[config.mk]
export PLATFORM = sky130hd
export DESIGN_NAME = hamiltonian_cycle_search_unit
export DESIGN_NICKNAME = d
export VERILOG_FILES = /design/src/hcs_pkg.sv /design/src/hcs_ctrl.sv /design/src/hcs_datapath.sv /design/src/hamiltonian_cycle_search_unit.sv
export SDC_FILE = /design/constraint.sdc
export NUM_CORES = 1
export LEC_CHECK = 0
export BUFFER_PORTS_ARGS = -buffer_cell sky130_fd_sc_hd__clkbuf_2
export CORE_MARGIN = 2
export CORE_UTILIZATION = 60
export CTS_CLUSTER_DIAMETER = 100
export CTS_CLUSTER_SIZE = 25
export DETAILED_ROUTE_END_ITERATION = 12
export PLACE_DENSITY = 0.78
export SYNTH_ARGS = -nofsm -noshare
export SYNTH_HDL_FRONTEND = slang
export SYNTH_HIERARCHICAL = 1
export SYNTH_SLANG_ARGS = --single-unit
[constraint.sdc]
create_clock -name clk -period 8.5 [get_ports clk]
set_clock_uncertainty 0.15 [all_clocks]
set_input_delay 0.425 -clock clk [delete_from_list [all_inputs] [get_ports clk]]
set_output_delay 0.425 -clock clk [all_outputs]
set_load 0.005 [all_outputs]
[src/hcs_pkg.sv]
// Shared types and constants for the Hamiltonian cycle search unit.
package hcs_pkg;

	localparam int DEF_MAX_VERTICES = 8;

	localparam int VCOUNT_W   = 4;
	localparam int ROW_IDX_W  = 3;
	localparam int ROW_W      = 8;
	localparam int VERTEX_W   = 3;
	localparam int POSITION_W = 3;

	localparam logic [VCOUNT_W-1:0] VCOUNT_RESET = 4'd8;

	typedef enum logic [2:0] {
		ST_LOAD   = 3'b001,
		ST_SEARCH = 3'b010,
		ST_EMIT   = 3'b100
	} state_t;

	// controller -> datapath
	typedef struct packed {
		logic load;
		logic start;
		logic step;
		logic emit;
	} dp_cmd_t;

	// datapath -> controller
	typedef struct packed {
		logic found;
		logic fail;
		logic emit_last;
		logic out_full;
	} dp_sts_t;

endpackage

[src/hcs_ctrl.sv]
// Sequencer for row loading, backtracking search and result emission.
module hcs_ctrl (
	input  logic             clk,
	input  logic             arst_n,
	input  logic             in_valid,
	input  logic             last_row,
	input  logic             out_ready,
	input  hcs_pkg::dp_sts_t sts,
	output hcs_pkg::dp_cmd_t cmd,
	output logic             in_ready,
	output logic             cfg_ready
);
	import hcs_pkg::*;

	state_t state_q, state_d;
	logic   slot_free;

	always_ff @(posedge clk or negedge arst_n) begin
		if (!arst_n) begin
			state_q <= ST_LOAD;
		end else begin
			state_q <= state_d;
		end
	end

	// output slot can take a result when empty or being drained this cycle
	assign slot_free = !sts.out_full || out_ready;

	always_comb begin
		state_d = state_q;
		cmd     = '0;
		case (state_q)
			ST_LOAD: begin
				cmd.load = in_valid;
				if (in_valid && last_row) begin
					cmd.start = 1'b1;
					state_d   = ST_SEARCH;
				end
			end
			ST_SEARCH: begin
				cmd.step = 1'b1;
				if (sts.found || sts.fail) begin
					state_d = ST_EMIT;
				end
			end
			ST_EMIT: begin
				if (slot_free) begin
					cmd.emit = 1'b1;
					if (sts.emit_last) begin
						state_d = ST_LOAD;
					end
				end
			end
			default: begin
				state_d = ST_LOAD;
			end
		endcase
	end

	assign in_ready  = (state_q == ST_LOAD);
	assign cfg_ready = (state_q == ST_LOAD);

endmodule

[src/hcs_datapath.sv]
// Adjacency store, path stack, visited mask and output register of the search.
module hcs_datapath #(
	parameter int MAX_VERTICES = hcs_pkg::DEF_MAX_VERTICES
) (
	input  logic                            clk,
	input  logic                            arst_n,
	input  hcs_pkg::dp_cmd_t                cmd,
	input  logic                            cfg_we,
	input  logic [hcs_pkg::VCOUNT_W-1:0]    vertex_count,
	input  logic [hcs_pkg::ROW_IDX_W-1:0]   row_index,
	input  logic [hcs_pkg::ROW_W-1:0]       adjacency_row,
	input  logic                            out_ready,
	output hcs_pkg::dp_sts_t                sts,
	output logic                            out_valid,
	output logic [hcs_pkg::VERTEX_W-1:0]    vertex,
	output logic [hcs_pkg::POSITION_W-1:0]  position,
	output logic                            cycle_found,
	output logic                            last_result
);
	import hcs_pkg::*;

	localparam int VW = $clog2(MAX_VERTICES);
	localparam int CW = $clog2(MAX_VERTICES + 1);

	logic [MAX_VERTICES-1:0] adj_mem [MAX_VERTICES];
	logic [VCOUNT_W-1:0]     vcount_q;
	logic [VW-1:0]           stk_q [MAX_VERTICES];  // stk_q[0] is the path tip
	logic [MAX_VERTICES-1:0] visited_q;
	logic [CW-1:0]           depth_q;
	logic [CW-1:0]           cand_q;                // next candidate at the tip level
	logic [VW-1:0]           emit_cnt_q;
	logic                    found_q;

	logic                    out_valid_q;
	logic [VERTEX_W-1:0]     vertex_q;
	logic [POSITION_W-1:0]   position_q;
	logic                    cycle_found_q;
	logic                    last_result_q;

	logic [CW-1:0]           n_w;
	logic [MAX_VERTICES-1:0] tip_row;
	logic [MAX_VERTICES-1:0] cand_ok;
	logic [VW-1:0]           pick_v;
	logic                    any_cand;
	logic                    at_full;
	logic                    do_push;
	logic                    do_pop;
	logic                    row_in_range;
	logic [CW-1:0]           emit_pos;
	logic [VW-1:0]           emit_idx;

	// vertex count clamped to [2, MAX_VERTICES]
	always_comb begin
		if (int'(vcount_q) < 2) begin
			n_w = CW'(2);
		end else if (int'(vcount_q) > MAX_VERTICES) begin
			n_w = CW'(MAX_VERTICES);
		end else begin
			n_w = CW'(vcount_q);
		end
	end

	assign tip_row = adj_mem[stk_q[0]];
	assign at_full = (depth_q == n_w);

	// lowest unvisited neighbor of the tip at or above the candidate pointer
	always_comb begin
		cand_ok = '0;
		pick_v  = '0;
		for (int v = 0; v < MAX_VERTICES; v++) begin
			cand_ok[v] = tip_row[v] && !visited_q[v] &&
				(v >= int'(cand_q)) && (v < int'(n_w));
		end
		for (int v = MAX_VERTICES - 1; v >= 0; v--) begin
			if (cand_ok[v]) begin
				pick_v = VW'(v);
			end
		end
	end

	assign any_cand = |cand_ok;
	assign do_push  = cmd.step && !at_full && any_cand;
	assign do_pop   = cmd.step && (at_full ? !tip_row[0] : !any_cand);

	assign sts.found     = cmd.step && at_full && tip_row[0];
	assign sts.fail      = do_pop && (depth_q == CW'(1));
	assign sts.out_full  = out_valid_q;
	assign sts.emit_last = !found_q || (CW'(emit_cnt_q) == n_w - CW'(1));

	// path is stored tip first, so position k sits at n-1-k
	assign emit_pos = n_w - CW'(1) - CW'(emit_cnt_q);
	assign emit_idx = emit_pos[VW-1:0];

	assign row_in_range = (int'(row_index) < MAX_VERTICES);

	always_ff @(posedge clk) begin
		if (cmd.load && row_in_range) begin
			adj_mem[VW'(row_index)] <= MAX_VERTICES'(adjacency_row);
		end
	end

	always_ff @(posedge clk or negedge arst_n) begin
		if (!arst_n) begin
			vcount_q <= VCOUNT_RESET;
		end else if (cfg_we) begin
			vcount_q <= vertex_count;
		end
	end

	always_ff @(posedge clk or negedge arst_n) begin
		if (!arst_n) begin
			for (int i = 0; i < MAX_VERTICES; i++) begin
				stk_q[i] <= '0;
			end
			visited_q  <= '0;
			depth_q    <= CW'(1);
			cand_q     <= CW'(1);
			emit_cnt_q <= '0;
			found_q    <= 1'b0;
		end else begin
			if (cmd.start) begin
				stk_q[0]   <= '0;
				visited_q  <= MAX_VERTICES'(1);
				depth_q    <= CW'(1);
				cand_q     <= CW'(1);
				emit_cnt_q <= '0;
				found_q    <= 1'b0;
			end else if (do_push) begin
				stk_q[0] <= pick_v;
				for (int i = 1; i < MAX_VERTICES; i++) begin
					stk_q[i] <= stk_q[i-1];
				end
				visited_q[pick_v] <= 1'b1;
				depth_q           <= depth_q + CW'(1);
				cand_q            <= CW'(1);
			end else if (do_pop) begin
				for (int i = 0; i < MAX_VERTICES - 1; i++) begin
					stk_q[i] <= stk_q[i+1];
				end
				stk_q[MAX_VERTICES-1] <= '0;
				visited_q[stk_q[0]]   <= 1'b0;
				depth_q               <= depth_q - CW'(1);
				cand_q                <= CW'(stk_q[0]) + CW'(1);
			end
			if (sts.found) begin
				found_q <= 1'b1;
			end
			if (cmd.emit) begin
				emit_cnt_q <= emit_cnt_q + VW'(1);
			end
		end
	end

	always_ff @(posedge clk or negedge arst_n) begin
		if (!arst_n) begin
			out_valid_q <= 1'b0;
		end else if (cmd.emit) begin
			out_valid_q <= 1'b1;
		end else if (out_ready) begin
			out_valid_q <= 1'b0;
		end
	end

	always_ff @(posedge clk) begin
		if (cmd.emit) begin
			vertex_q      <= found_q ? VERTEX_W'(stk_q[emit_idx]) : '0;
			position_q    <= found_q ? POSITION_W'(emit_cnt_q) : '0;
			cycle_found_q <= found_q;
			last_result_q <= sts.emit_last;
		end
	end

	assign out_valid   = out_valid_q;
	assign vertex      = vertex_q;
	assign position    = position_q;
	assign cycle_found = cycle_found_q;
	assign last_result = last_result_q;

endmodule

[src/hamiltonian_cycle_search_unit.sv]
// Top level of the Hamiltonian cycle search unit: controller plus datapath.
// Usage:
//   cfg channel (cfg_valid/cfg_ready, vertex_count) sets the number of vertices
//   searched, clamped to 2..MAX_VERTICES; taken only while the unit is idle.
//   in channel (in_valid/in_ready) carries one adjacency row per request;
//   rows load at one per cycle. A request with last_row set also starts the
//   search from vertex 0 once its row is stored.
//   out channel (out_valid/out_ready) returns the first cycle found as one
//   request per searched vertex, in path order (last_result on the final
//   one), or a single request with cycle_found low when no cycle exists.
// Search:
//   One tree step per cycle: a push, a pop (dead end or missing closing edge),
//   or the closing-edge hit that ends a found cycle. The number of tree steps
//   is data dependent and can grow exponentially with the vertex count.
//   in_ready is low throughout. out_valid rises once the controller is in its
//   emit state and the output register is loaded; results then leave at one
//   per cycle while out_ready stays high.
// Reset: arst_n clears the controller to idle, vertex_count to 8, and the path
//   stack and visited mask; stored rows are undefined until written.
// Stall: a held result stays put until out_ready; next-graph rows load meanwhile.
module hamiltonian_cycle_search_unit #(
	parameter int MAX_VERTICES = hcs_pkg::DEF_MAX_VERTICES
) (
	input  logic                            clk,
	input  logic                            arst_n,
	input  logic                            cfg_valid,
	output logic                            cfg_ready,
	input  logic [hcs_pkg::VCOUNT_W-1:0]    vertex_count,
	input  logic                            in_valid,
	output logic                            in_ready,
	input  logic [hcs_pkg::ROW_IDX_W-1:0]   row_index,
	input  logic [hcs_pkg::ROW_W-1:0]       adjacency_row,
	input  logic                            last_row,
	output logic                            out_valid,
	input  logic                            out_ready,
	output logic [hcs_pkg::VERTEX_W-1:0]    vertex,
	output logic [hcs_pkg::POSITION_W-1:0]  position,
	output logic                            cycle_found,
	output logic                            last_result
);
	import hcs_pkg::*;

	dp_cmd_t cmd;
	dp_sts_t sts;
	logic    cfg_we;

	assign cfg_we = cfg_valid && cfg_ready;

	hcs_ctrl u_ctrl (
		.clk       (clk),
		.arst_n    (arst_n),
		.in_valid  (in_valid),
		.last_row  (last_row),
		.out_ready (out_ready),
		.sts       (sts),
		.cmd       (cmd),
		.in_ready  (in_ready),
		.cfg_ready (cfg_ready)
	);

	hcs_datapath #(
		.MAX_VERTICES (MAX_VERTICES)
	) u_datapath (
		.clk           (clk),
		.arst_n        (arst_n),
		.cmd           (cmd),
		.cfg_we        (cfg_we),
		.vertex_count  (vertex_count),
		.row_index     (row_index),
		.adjacency_row (adjacency_row),
		.out_ready     (out_ready),
		.sts           (sts),
		.out_valid     (out_valid),
		.vertex        (vertex),
		.position      (position),
		.cycle_found   (cycle_found),
		.last_result   (last_result)
	);

endmodule

Word-level counts from Yosys, hierarchy flattened:

Memories as Yosys holds them, arrays and structs flattened.
Cells that the tools add are included.

* mux-type cells: 48
* bitwise logic cells: 5
* add/sub/neg operators: 6
* magnitude comparators: 23
* reduce and logical (&&, ||, !) cells: 58
* eq/ne operators: 10

Operators by type and width (count)
* $mux W3: 17
* $mux W24: 2
* $logic_and A1 B1 Y1: 34
* $mux W4: 8
* $mux W8: 3
* $ge A3 B4 Y1 const A: 4
* $lt A3 B4 Y1 const A: 4
* $logic_not A1 Y1: 13
* $mux W1: 13
* $bmux W3 S3: 1
* $pmux W3 S3: 1
* $and A8 B8 Y8: 1
* $ge A1 B4 Y1 const A: 2
* $ge A2 B4 Y1 const A: 2
* $lt A1 B4 Y1 const A: 2
* $lt A2 B4 Y1 const A: 2
* $lt A3 B4 Y1 const B: 2
* $not A8 Y8: 1
* $or A8 B8 Y8: 1
* $reduce_bool A2 Y1: 4
* $reduce_or A8 Y1: 1
* $sub A4 B1 Y4 const B: 2
* $demux W1 S3: 2
* $ge A3 B1 Y1 const B: 2
* 22 further kinds: 26

* logic and storage cells: 171
* bits in registers: 60
* RAM bits: 64
* memories: 1

Memory list
* u_datapath.adj_mem: depth 8, bits a word 8, rd ports 1, clocked after memory_dff 0, write ports 1, line hcs_datapath.sv:25 `logic [MAX_VERTICES-1:0] adj_mem [MAX_VERTICES];`

Longest topological paths before layout:

* depth after elaboration: 20
* mapped depth: 13

Hierarchy:

The synthesis kept the hierarchy.

By module, submodules not included
* hcs_datapath: times used 1, cells each 501, area each 5999.5 um2, seq. area each 3392.0 um2
* hcs_ctrl: times used 1, cells each 18, area each 197.7 um2, seq. area each 76.3 um2
* hamiltonian_cycle_search_unit: times used 1, cells each 1, area each 6.3 um2, seq. area each 0.0 um2

Worst setup path before layout:

OpenSTA, ideal clock, no wires.

* path type: register to register
* from: register u_datapath.vcount_q[3]
* to: register u_datapath.vertex_q[0], in the netlist u_datapath/vertex[0], data pin
* setup slack: 5107 ps
* clock period less this slack: 3393 ps
* buffers on the path: 1
* setup time: 256 ps
* stages on the path, launching flop included: 10
* data required time: 8094 ps
* arrival: 2987 ps
* cells stage by stage: dfstp_2 -> clkbuf_1 -> a21oi_1 -> inv_1 -> ha_1 -> fa_1 -> xnor2_1 -> mux4_2 -> mux2i_1 -> nor2_1

* longest elaborated chain between the ends: 9
* elaborated cells between the ends (all ways): 10

Ends and longest elaborated chain
* start: declaration: line hcs_datapath.sv:26 `logic [VCOUNT_W-1:0] vcount_q;`
* start signal: assignment: line hcs_datapath.sv:106 `vcount_q <= vertex_count;`
* $gt A4 B4 Y1: line hcs_datapath.sv:56 `end else if (int'(vcount_q) > MAX_VERTICES) begin`
* $mux W4: line hcs_datapath.sv:56
* $mux W4 *: line hcs_datapath.sv:54 `if (int'(vcount_q) < 2) begin`
* $sub A4 B1 Y4 *
* $sub A3 B3 Y3 *: line hcs_datapath.sv:91 `assign emit_pos = n_w - CW'(1) - CW'(emit_cnt_q);`
* $not A3 Y4 (not written as such) *: line hcs_datapath.sv:166 `vertex_q <= found_q ? VERTEX_W'(stk_q[emit_idx]) : '0;`
* $bmux W3 S3 *: line hcs_datapath.sv:166
* $mux W3 (not written as such) * (2 in series): line hcs_datapath.sv:166
* end signal: assignment: line hcs_datapath.sv:166
* end: declaration: line hcs_datapath.sv:35 `logic [VERTEX_W-1:0] vertex_q;`

Mark *: on every way between the ends. The rest lies on a longest branch, timed or not. The select of a mux whose other input is x is not followed.
A chain may end at the register's enable or synchronous reset.

Worst setup path after layout:

* from: register u_datapath.vcount_q[3]
* to: register u_datapath/stk_q[21] in the netlist's numbering

* longest elaborated chain between the ends: 15
* elaborated cells between the ends (all ways): 39

Ends and longest elaborated chain
* $gt A4 B4 Y1: line hcs_datapath.sv:56
* $mux W4: line hcs_datapath.sv:56
* $mux W4 *: line hcs_datapath.sv:54
* $lt A3 B4 Y1: line hcs_datapath.sv:72 `(v >= int'(cand_q)) && (v < int'(n_w));`
* $logic_and A1 B1 Y1: line hcs_datapath.sv:72
* $mux W3 (8 in series): line hcs_datapath.sv:75 `if (cand_ok[v]) begin`
* $mux W24: line hcs_datapath.sv:128 `end else if (do_push) begin`
* $mux W3: line hcs_datapath.sv:121 `if (cmd.start) begin`
* end signal: indexed assignment: line hcs_datapath.sv:131 `stk_q[i] <= stk_q[i-1];`
* end signal: indexed assignment: line hcs_datapath.sv:138 `stk_q[i] <= stk_q[i+1];`
* end: declaration: line hcs_datapath.sv:27 `logic [VW-1:0] stk_q [MAX_VERTICES];`

Mark *: on every way between the ends. The rest lies on a longest branch, timed or not.

==> impl_metrics.py <==
metrics = {
    "cells_and_area": {
        "drive_gt1_share_pct": 19.44,
        "fin_nets": 592,
        "syn_to_final_growth_pct": 13.63,
        "nFillCells": 751,
        "insertedDiodeCount": 0,
        "post-route-util_pct": 69.21,
    },
    "synthesis": {
        "synth_compound_area_share_pct": 12.40,
        "yosys_warnings": 6,
        "muxShareOfSynthArea_pct": 9.500,
        "synth_top_area_cell": "edfxtp_1",
        "synthArstFlopShare_pct": 41.94,
        "synthDistinctLibCells": 73,
        "synth_cells": 520,
        "synth_top_family_by_area": "simple AND/OR/NAND/NOR gates",
        "ys_ff_latch": 124,
        "synth-simple-area-share_pct": 14.74,
        "ys_seq_area_share_pct": 55.91,
        "syn_nets": 554,
        "synth_xor_area_share_pct": 1.129,
        "synthFlopType": "edfxtp_1",
        "synth_edf_count": 72,
        "netlist_top_cells_area": "edfxtp_1 (35%), dfrtp_1 (19%), nand2_1 (4.1%)",
        "yosys.area.top_type_share_pct": 34.85,
        "syn_avg_cell_area_um2": 11.93,
        "post-synth-top-count-cell": "edfxtp_1",
        "synthAdderAreaFrac_pct": 2.743,
        "synth_common_cells": "edfxtp_1 (72), nand2_1 (67), nor2_1 (49), dfrtp_1 (48), mux2i_1 (24)",
        "netlist_area_um2": 6203,
    },
    "timing": {
        "period_share_pct": 44.59,
        "rsz0062_at_grt": "no",
        "hold_violations": 0,
        "slew_headroom_pct": 32.90,
        "worstMarginPinSlew_ps": 1007,
        "fmax_mhz": 263.8,
        "layout_setup_ws_ps": 4710,
        "fin_crit_ps": 3790,
        "setup_violations": 0,
        "fin_tns_setup_ps": 0,
        "drv_slew": 0,
    },
    "drt": {
        "wl_mm": 13.55,
        "ant_nets": 0,
        "met2_length_mm": 6.848,
        "drt-pass1-iter-count": 5,
        "top_layer": "met4",
        "num_vias": 4380,
        "first_iter_violations": 323,
        "drc": 0,
        "wire_per_inst_um": 19.16,
        "vias_per_cell": 6.195,
        "wl_met1_mm": 5.526,
        "wl_met3_um": 793,
    },
    "placed_design": {
        "dpl.hpwl_mm": 9.001,
        "io_buffers": 31,
        "gp_congestion": 0.9422,
        "post-place-ws_ps": 4785,
    },
    "run_status": {
        "status": "finished, final reports clean",
    },
    "grt": {
        "grt_pass1_wl_mm": 22.24,
        "grt_pass1_vias": 4380,
        "grt_usage_pct": 25.98,
        "antenna_found_initial": 0,
        "grt_max_degree": 53,
        "grt_overflow_total": 0,
    },
    "critical_path": {
        "critPathKind": "reg -> reg",
        "worstSetupStartpointType": "register",
        "endpoint_kind": "register",
        "cp_max_fo": 32,
        "required_ps": 8750,
        "rr_worst_depth": 10,
        "critical_path_arrival_ps": 4040,
    },
    "clocking": {
        "clk-insertion-delay-late_ps": 520,
        "htreeDepth": 4,
        "cts.sinks": 124,
        "cts.clk_slew.worst_paths_ps": 60,
        "cts.path.max_buffers": 2,
        "cts_root_buf": "clkbuf_8",
        "numCtsBuffers": 17,
        "cts_tree": "yes",
    },
    "power_and_ir_drop": {
        "p_per_area_nw_per_um2": 275.8,
        "vdd_ir_drop_max_v": 0.0002648,
        "power_uw": 1944,
        "leakage_uw": 0.002704,
    },
    "die": {
        "core_um2": 10180,
        "dieHeight_um": 105.7,
        "die_w_um": 105.7,
        "initial_utilization_pct": 60.91,
        "fp.dieArea_um2": 11170,
        "rows": 37,
        "ioPinCount": 32,
    },
    "min_path": {
        "hold-path-cell-count": 1,
        "hold_path.class": "in -> reg",
    },
    "job": {
        "drv_cap": 0,
    },
}
## metrics by stage
stage / cells / hold slack (ps) / instance area, um^2
2_1_floorplan: 520 / -20.59 / 6203
3_3_place_gp: 669 / 336.1 / 6449
3_5_place_dp: 669 / 345.7 / 6449
4_1_cts: 707 / 6.228 / 7049
5_1_grt: 707 / 21.41 / 7049
6_report: 707 / 35.71 / 7049
## cell type report
class / count / area, um^2 / area share [%]
multi-input cells: 352 / 2524 / 35.80
clock inverters: 14 / 122.6 / 1.739
flip-flops and latches: 124 / 3468 / 49.20
well taps: 136 / 170.2 / 2.414
repair buffers: 46 / 282.8 / 4.011
clock buffers: 18 / 417.9 / 5.928
inverters: 17 / 63.81 / 0.9052
## report_power, final
group          internal, uW  switching (uW)
sequential              696            72.3
combinational           237             292
clock                   386             262
## worst paths after layout
kind / from / slack, ps / to
setup / recovery: u_datapath/vcount_q[3]$_DFFE_PN1P_ / 4710 / u_datapath/stk_q[21]$_DFFE_PN0P_
hold / removal: adjacency_row[6] / 40 / u_datapath/adj_mem[3][6]$_DFFE_PP_
setup reg to reg: u_datapath/vcount_q[3]$_DFFE_PN1P_ / 4710 / u_datapath/stk_q[21]$_DFFE_PN0P_
hold reg to reg: u_datapath/out_valid$_DFFE_PN0P_ / 360 / u_datapath/out_valid$_DFFE_PN0P_
max in group asynchronous: arst_n / 7330 / u_datapath/stk_q[21]$_DFFE_PN0P_
min in group asynchronous: arst_n / 400 / u_ctrl/state_q[1]$_DFFE_PN0P_
## state kept, by name, summed over array words and instances (netlist names)
register,flops
u_ctrl/state_q,3
u_datapath/adj_mem,64
u_datapath/cand_q,4
u_datapath/cycle_found,1
u_datapath/depth_q,4
u_datapath/emit_cnt_q,3
u_datapath/found_q,1
u_datapath/last_result,1
u_datapath/out_valid,1
u_datapath/position,3
u_datapath/stk_q,24
u_datapath/vcount_q,4
u_datapath/vertex,3
u_datapath/visited_q,8
## layer usage
| layer | up-vias | track usage [%] |
|---|---|---|
| li1 | 2019 | - |
| met1 | 2147 | 32.21 |
| met5 | - | 0 |
| met4 | 0 | 11.75 |
| met2 | 180 | 43.87 |
| met3 | 34 | 5.504 |
## critical path, cell delays in order, from the launching register on
cell	delay, ps
dfstp_2	640
inv_1	80
o211ai_1	190
inv_1	170
ha_1	230
o21ai_0	150
nor4b_1	610
o31ai_2	270
a41o_2	580
and2_4	270
a221o_1	330
## cell families (layout without fill, tap and decap cells)
| family | count (synthesis) | after routing |
|---|---|---|
| multiplexers | 45 | 45 |
| flip-flops | 124 | 124 |
| buffers and inverters | 44 | 95 |
| XOR/XNOR | 8 | 8 |
| AND/OR/NAND/NOR | 185 | 185 |
| adder cells (fa/ha/maj) | 13 | 13 |
| AO/OA/AOI/OAI | 101 | 101 |
## timing repair
| item | 4_1_cts | 5_1_grt |
|---|---|---|
| endpoints found under the hold margin | 53 | 0 |
| setup endpoints to repair | 0 | 0 |
| gates resized for setup | 0 | 0 |
| setup buffers | 0 | 0 |
| hold buffers | 6 | 0 |
## placed cells by master (no fill, tap or decap), types with 4 or more instances in the layout
cell type and instances:
xnor2_1 6, mux2_2 10, nor2b_1 7, a211oi_1 4
nand3_1 8, clkbuf_16 16, edfxtp_1 72, a31oi_1 21
o21ai_0 10, o211ai_1 6, o22ai_1 6, clkbuf_2 31
buf_4 9, dlygate4sd3_1 6, nand2_1 67, nor2_1 49
mux4_2 10, dfrtp_1 48, clkinv_4 5, nor3_1 9
dfstp_2 4, ha_1 12, and2_1 4, a21o_1 5
nor3b_1 4, mux2i_1 24, a21oi_1 12, inv_1 16
nand2b_1 9, nand4_1 6
(Power assumes the default switching activity.)
